$ cat src/sv/neighbor_link_stats_table_assert.svh
// Assertion macros for the neighbor link statistics table
`ifndef NEIGHBOR_LINK_STATS_TABLE_ASSERT_SVH
`define NEIGHBOR_LINK_STATS_TABLE_ASSERT_SVH

// antecedent implies consequent in the next cycle
`define NLST_NEXT(lbl, clk_s, rst_n, ante, cons, msg) \
	lbl: assert property (@(posedge clk_s) disable iff (!rst_n) (ante) |=> (cons)) \
		else $error(msg);

// condition holds at every edge out of reset
`define NLST_ALWAYS(lbl, clk_s, rst_n, cond, msg) \
	lbl: assert property (@(posedge clk_s) disable iff (!rst_n) (cond)) else $error(msg);

`endif

$ cat src/sv/nlst_pkg.sv
// Package: types and constants of the neighbor link statistics table
package nlst_pkg;
	localparam int TableEntries = 64;
	localparam int SlotW = $clog2(TableEntries);
	localparam int CntW = $clog2(TableEntries + 1);
	localparam int PeriodShift = 3; // sequence numbers per period = 8
	localparam int QDepth = 2;

	localparam logic OP_BEACON = 1'b0;
	localparam logic OP_TICK = 1'b1;

	localparam logic [2:0] ST_UPDATED = 3'd0;
	localparam logic [2:0] ST_FLUSHED = 3'd1;
	localparam logic [2:0] ST_DROPPED = 3'd2;
	localparam logic [2:0] ST_EVICTED = 3'd3;
	localparam logic [2:0] ST_NONE = 3'd4;

	typedef struct packed {
		logic op;
		logic [15:0] src_address;
		logic [15:0] seq_number;
		logic signed [7:0] rssi;
		logic signed [7:0] lqi;
		logic [31:0] now_seconds;
	} in_item_t;

	typedef struct packed {
		logic [2:0] status;
		logic [15:0] stat_address;
		logic [15:0] stat_received;
		logic [15:0] stat_duplicates;
		logic signed [15:0] stat_rssi_sum;
		logic signed [15:0] stat_lqi_sum;
		logic [15:0] stat_last_seq;
		logic stat_removed;
	} out_item_t;

	function automatic logic signed [15:0] sat_add(logic signed [15:0] a, logic signed [7:0] b);
		logic signed [16:0] s;
		s = 17'(a) + 17'(b);
		if (s > 17'sd32767) return 16'sh7fff;
		if (s < -17'sd32768) return 16'sh8000;
		return s[15:0];
	endfunction

	function automatic logic [15:0] inc_sat(logic [15:0] v);
		return (v == 16'hffff) ? v : v + 16'd1;
	endfunction
endpackage

$ cat src/sv/nlst_front.sv
// Front: accepts items and holds them in a short queue for the back end
module nlst_front (
	input logic clk,
	input logic arst_n,
	input logic start,
	input nlst_pkg::in_item_t in_item,
	input logic pop,
	output logic busy,
	output logic q_valid,
	output nlst_pkg::in_item_t q_item
);
	localparam int PW = $clog2(nlst_pkg::QDepth);
	nlst_pkg::in_item_t mem_q [nlst_pkg::QDepth];
	logic [PW-1:0] wp_q, rp_q;
	logic [PW:0] cnt_q;
	logic push;

	// one item in flight at a time: busy until its result is out
	logic hold_q;
	assign busy = hold_q;
	assign push = start && !busy;
	assign q_valid = cnt_q != '0;
	assign q_item = mem_q[rp_q];

	always_ff @(posedge clk or negedge arst_n) begin
		if (!arst_n) begin
			wp_q <= '0;
			rp_q <= '0;
			cnt_q <= '0;
			hold_q <= 1'b0;
		end else begin
			if (push) wp_q <= wp_q + 1'b1;
			if (pop) rp_q <= rp_q + 1'b1;
			cnt_q <= cnt_q + (PW+1)'(push) - (PW+1)'(pop);
			if (push) hold_q <= 1'b1;
			else if (pop) hold_q <= 1'b0;
		end
	end

	always_ff @(posedge clk) begin
		if (push) mem_q[wp_q] <= in_item;
	end
endmodule

$ cat config.mk
export PLATFORM = sky130hd
export DESIGN_NAME = nlst_front
export DESIGN_NICKNAME = d
export VERILOG_FILES = /design/src/sv/neighbor_link_stats_table_assert.svh /design/src/sv/nlst_pkg.sv /design/src/sv/nlst_front.sv
export SDC_FILE = /design/constraint.sdc
export NUM_CORES = 1
export LEC_CHECK = 0
export BUFFER_PORTS_ARGS = -buffer_cell sky130_fd_sc_hd__buf_2
export CAP_MARGIN = 20
export CORE_ASPECT_RATIO = 1.1
export CORE_MARGIN = 2
export CORE_UTILIZATION = 45
export CTS_BUF_LIST = sky130_fd_sc_hd__clkbuf_16
export DETAILED_ROUTE_END_ITERATION = 16
export HOLD_SLACK_MARGIN = 0.02
export MAX_ROUTING_LAYER = met4
export PLACE_DENSITY = 0.7
export SLEW_MARGIN = 40
export SYNTH_ARGS = -nofsm -noshare
export SYNTH_HDL_FRONTEND = slang
export SYNTH_SLANG_ARGS = --single-unit
export TNS_END_PERCENT = 5
$ cat constraint.sdc
create_clock -name clk -period 6.5 [get_ports clk]
set_clock_uncertainty 0.15 [all_clocks]
set_input_delay 0.325 -clock clk [delete_from_list [all_inputs] [get_ports clk]]
set_output_delay 0.325 -clock clk [all_outputs]
set_load 0.05 [all_outputs]
==> impl_metrics.env <==
export IMPL_grt_use_met1=0.1701
export IMPL_grt_pass1_vias=3686
export IMPL_core_area_um2=13910
export IMPL_start_util=0.4646
export IMPL_synth_cell_types=16
export IMPL_tightest_slew_ns=0.6608
export IMPL_vias=3417
export IMPL_synthesis_area_um2=6461
export IMPL_via_per_inst=4.636
export IMPL_vdd_ir_drop_max_mv=0.2419
export IMPL_root_buffer="clkbuf_16"
export IMPL_antenna_found_initial=0
export IMPL_endpoint_kind="output port"
export IMPL_die_width_um=118.3
export IMPL_power_leakage_nw=3.578
export IMPL_layout_commonest_cell="buf_2"
export IMPL_rr_endpoint="mem_q[0][3]$_DFFE_PP_"
export IMPL_worstPathArrival_ns=2.54
export IMPL_routabilityCongestion=0.6731
export IMPL_clk_pin_slew_ns=0.06
export IMPL_critPathMaxFanout=48
export IMPL_combPwrFrac=0.395
export IMPL_dieArea_um2=15330
export IMPL_rows=45
export IMPL_syn_inst=270
export IMPL_swShare=0.3750
export IMPL_clkLatencyLatePin_ns=0.41
export IMPL_ios=168
export IMPL_overflow=0
export IMPL_grt_max_degree=49
export IMPL_setup_violations=0
export IMPL_min_path_type="in -> async"
export IMPL_crit_path_cell_trace="buf_6 > mux2_2 > buf_2"
export IMPL_finalCriticalPeriod_ns=3.011
export IMPL_syn_nets=356
export IMPL_status="finished clean"
export IMPL_dp_cells=622
export IMPL_drive_gt1_frac=0.5137
export IMPL_period_share=0.4632
export IMPL_slowest_stage="dfrtp_4"
export IMPL_max_cap_viol_count=0
export IMPL_worstSetupStartpointType="flip-flop"
export IMPL_syn_avg_cell_area_um2=23.93
export IMPL_powerDensity_nw_per_um2=442.7
export IMPL_reg2reg_depth=4
export IMPL_post_route_drc_count=0
export IMPL_path_class="reg -> out"
export IMPL_synth_seq_cells=167
export IMPL_cts_path_max_buffers=2
export IMPL_r2r_start="busy$_DFFE_PN0P_"
export IMPL_cts_sinks=167
export IMPL_place_area_um2=7486
export IMPL_cts_buffers=17
export IMPL_portBuffers=167
export IMPL_finalInstanceArea_um2=8865
export IMPL_utilization=0.6374
export IMPL_busiest_layer="met2"
export IMPL_detail_route_antenna_nets=0
export IMPL_holdWs_ns=0.1096
export IMPL_post_drt_wl_per_cell_um=15.84
export IMPL_mostFrequentLayoutCells="buf_2, edfxtp_1, dlygate4sd3_1"
export IMPL_cts_tree="built"
export IMPL_max_stage_delay_ns=0.85
export IMPL_slew_viol_final=0
export IMPL_gr_usage_met2=0.2686
export IMPL_syn_to_final_growth_pct=37.20
export IMPL_grtUsageMet3=0.04489
export IMPL_intPower_mw=2.452
export IMPL_die_height_um=129.7
export IMPL_dp_hpwl_mm=7.160
export IMPL_post_place_ws_ns=3.916
export IMPL_switchingPower_mw=1.472
export IMPL_worst_slack_ns=3.489
export IMPL_totalWireLength_mm=11.68
export IMPL_required_ns=6.02
export IMPL_grt_pass1_wl_mm=17.79
export IMPL_seq_area_frac_synth=0.7723
export IMPL_htree_levels=4
export IMPL_grt_usage=0.1599
export IMPL_seqPwrFrac=0.370
export IMPL_dr_pass1_iters=4
export IMPL_r2r_setup_slack_ns=4.25
export IMPL_max_freq_ghz=0.3322
export IMPL_total_power_mw=3.924
export IMPL_rsz0062_at_grt="false"
export IMPL_synth_warnings=0
export IMPL_nets=622
export IMPL_slew_headroom=0.5594
export IMPL_power_share_clock=0.236
export IMPL_instances_no_fill=737
export IMPL_n_antenna_cell=0
export IMPL_drt_iter0_drc=146
export IMPL_hold_viol=0
export IMPL_tns_ns=0
-- synth_stat cells --
cell type  number  share of area
and3_1          1        0.00097
xnor2_1         3         0.0041
xor2_1          2         0.0027
buf_6           1         0.0017
o21ai_0         1        0.00077
nand2_1         1        0.00058
or2_2           1        0.00097
edfxtp_1      162           0.75
mux2_4         79           0.18
ha_1            1         0.0019
buf_12          8          0.025
dfrtp_1         5          0.019
nand2b_1        1        0.00097
mux2_2          2         0.0035
inv_1           1        0.00058
nor2_1          1        0.00058
-- kinds of logic (layout without fill, tap and decap cells) --
kind of cell	count (synthesis)	count (layout)	share of synthesized area
XOR/XNOR	5	5	0.006779
buffers and inverters	10	289	0.02711
AO/OA/AOI/OAI	1	1	0.0007739
adder cells (fa/ha/maj)	1	1	0.001936
multiplexers	81	81	0.1871
AND/OR/NAND/NOR	5	5	0.004067
flip-flops	167	167	0.7723
-- registers in the layout (all words and copies together) (netlist names) --
| signal | cells |
|---|---|
| cnt_q | 2 |
| wp_q | 1 |
| rp_q | 1 |
| mem_q | 162 |
| busy | 1 |
-- metal layers --
layer | up-vias | routed length (um)
met5 | - | 0
met4 | 0 | 397
met3 | 31 | 611
met2 | 126 | 6084
met1 | 1662 | 4582
li1 | 1598 | -
-- area by class of cell --
type | instances | area, um2
clock buffer | 17 | 425.4
clock inverter | 15 | 122.6
fill | 1008 | 5042
inverter | 1 | 3.754
multi-input combinational | 93 | 1309
sequential | 167 | 4994
tap | 188 | 235.2
timing repair buffer | 256 | 1775
-- power by group through the flow --
stage	registers [mW]	logic [mW]	clock network, mW
2_1_floorplan	1.42	1.38	0
3_5_place_dp	1.48	1.52	0
4_1_cts	1.46	1.56	0.944
6_report	1.45	1.55	0.924
5_1_grt	1.47	1.61	0.988
3_3_place_gp	1.47	1.49	0
-- what timing repair did --
item | 4_1_cts | 5_1_grt
gates resized for setup | 0 | 0
hold endpoints to repair | 168 | 0
buffers inserted | 0 | 0
hold buffers | 83 | 0
-- worst max-delay path by stage --
stage	slack, ns	depth (start not counted)	endpoint	start
after floorplan	1.57	2	mem_q[0][0]$_DFFE_PP_	busy$_DFFE_PN0P_
after global placement	3.68	3	q_item[72]	rp_q$_DFFE_PN0P_
after detailed placement	3.92	3	q_item[72]	rp_q$_DFFE_PN0P_
after CTS	3.44	3	q_item[72]	rp_q$_DFFE_PN0P_
after global routing	3.38	3	q_item[72]	rp_q$_DFFE_PN0P_
final	3.49	3	q_item[72]	rp_q$_DFFE_PN0P_
-- critical path, delay by kind of cell, from the launching register on --
family | cells | cell delay (ns)
flops | 1 | 0.85
buf+inv | 2 | 0.80
mux | 1 | 0.40
No activity file was read; power rests on OpenSTA's default activity.
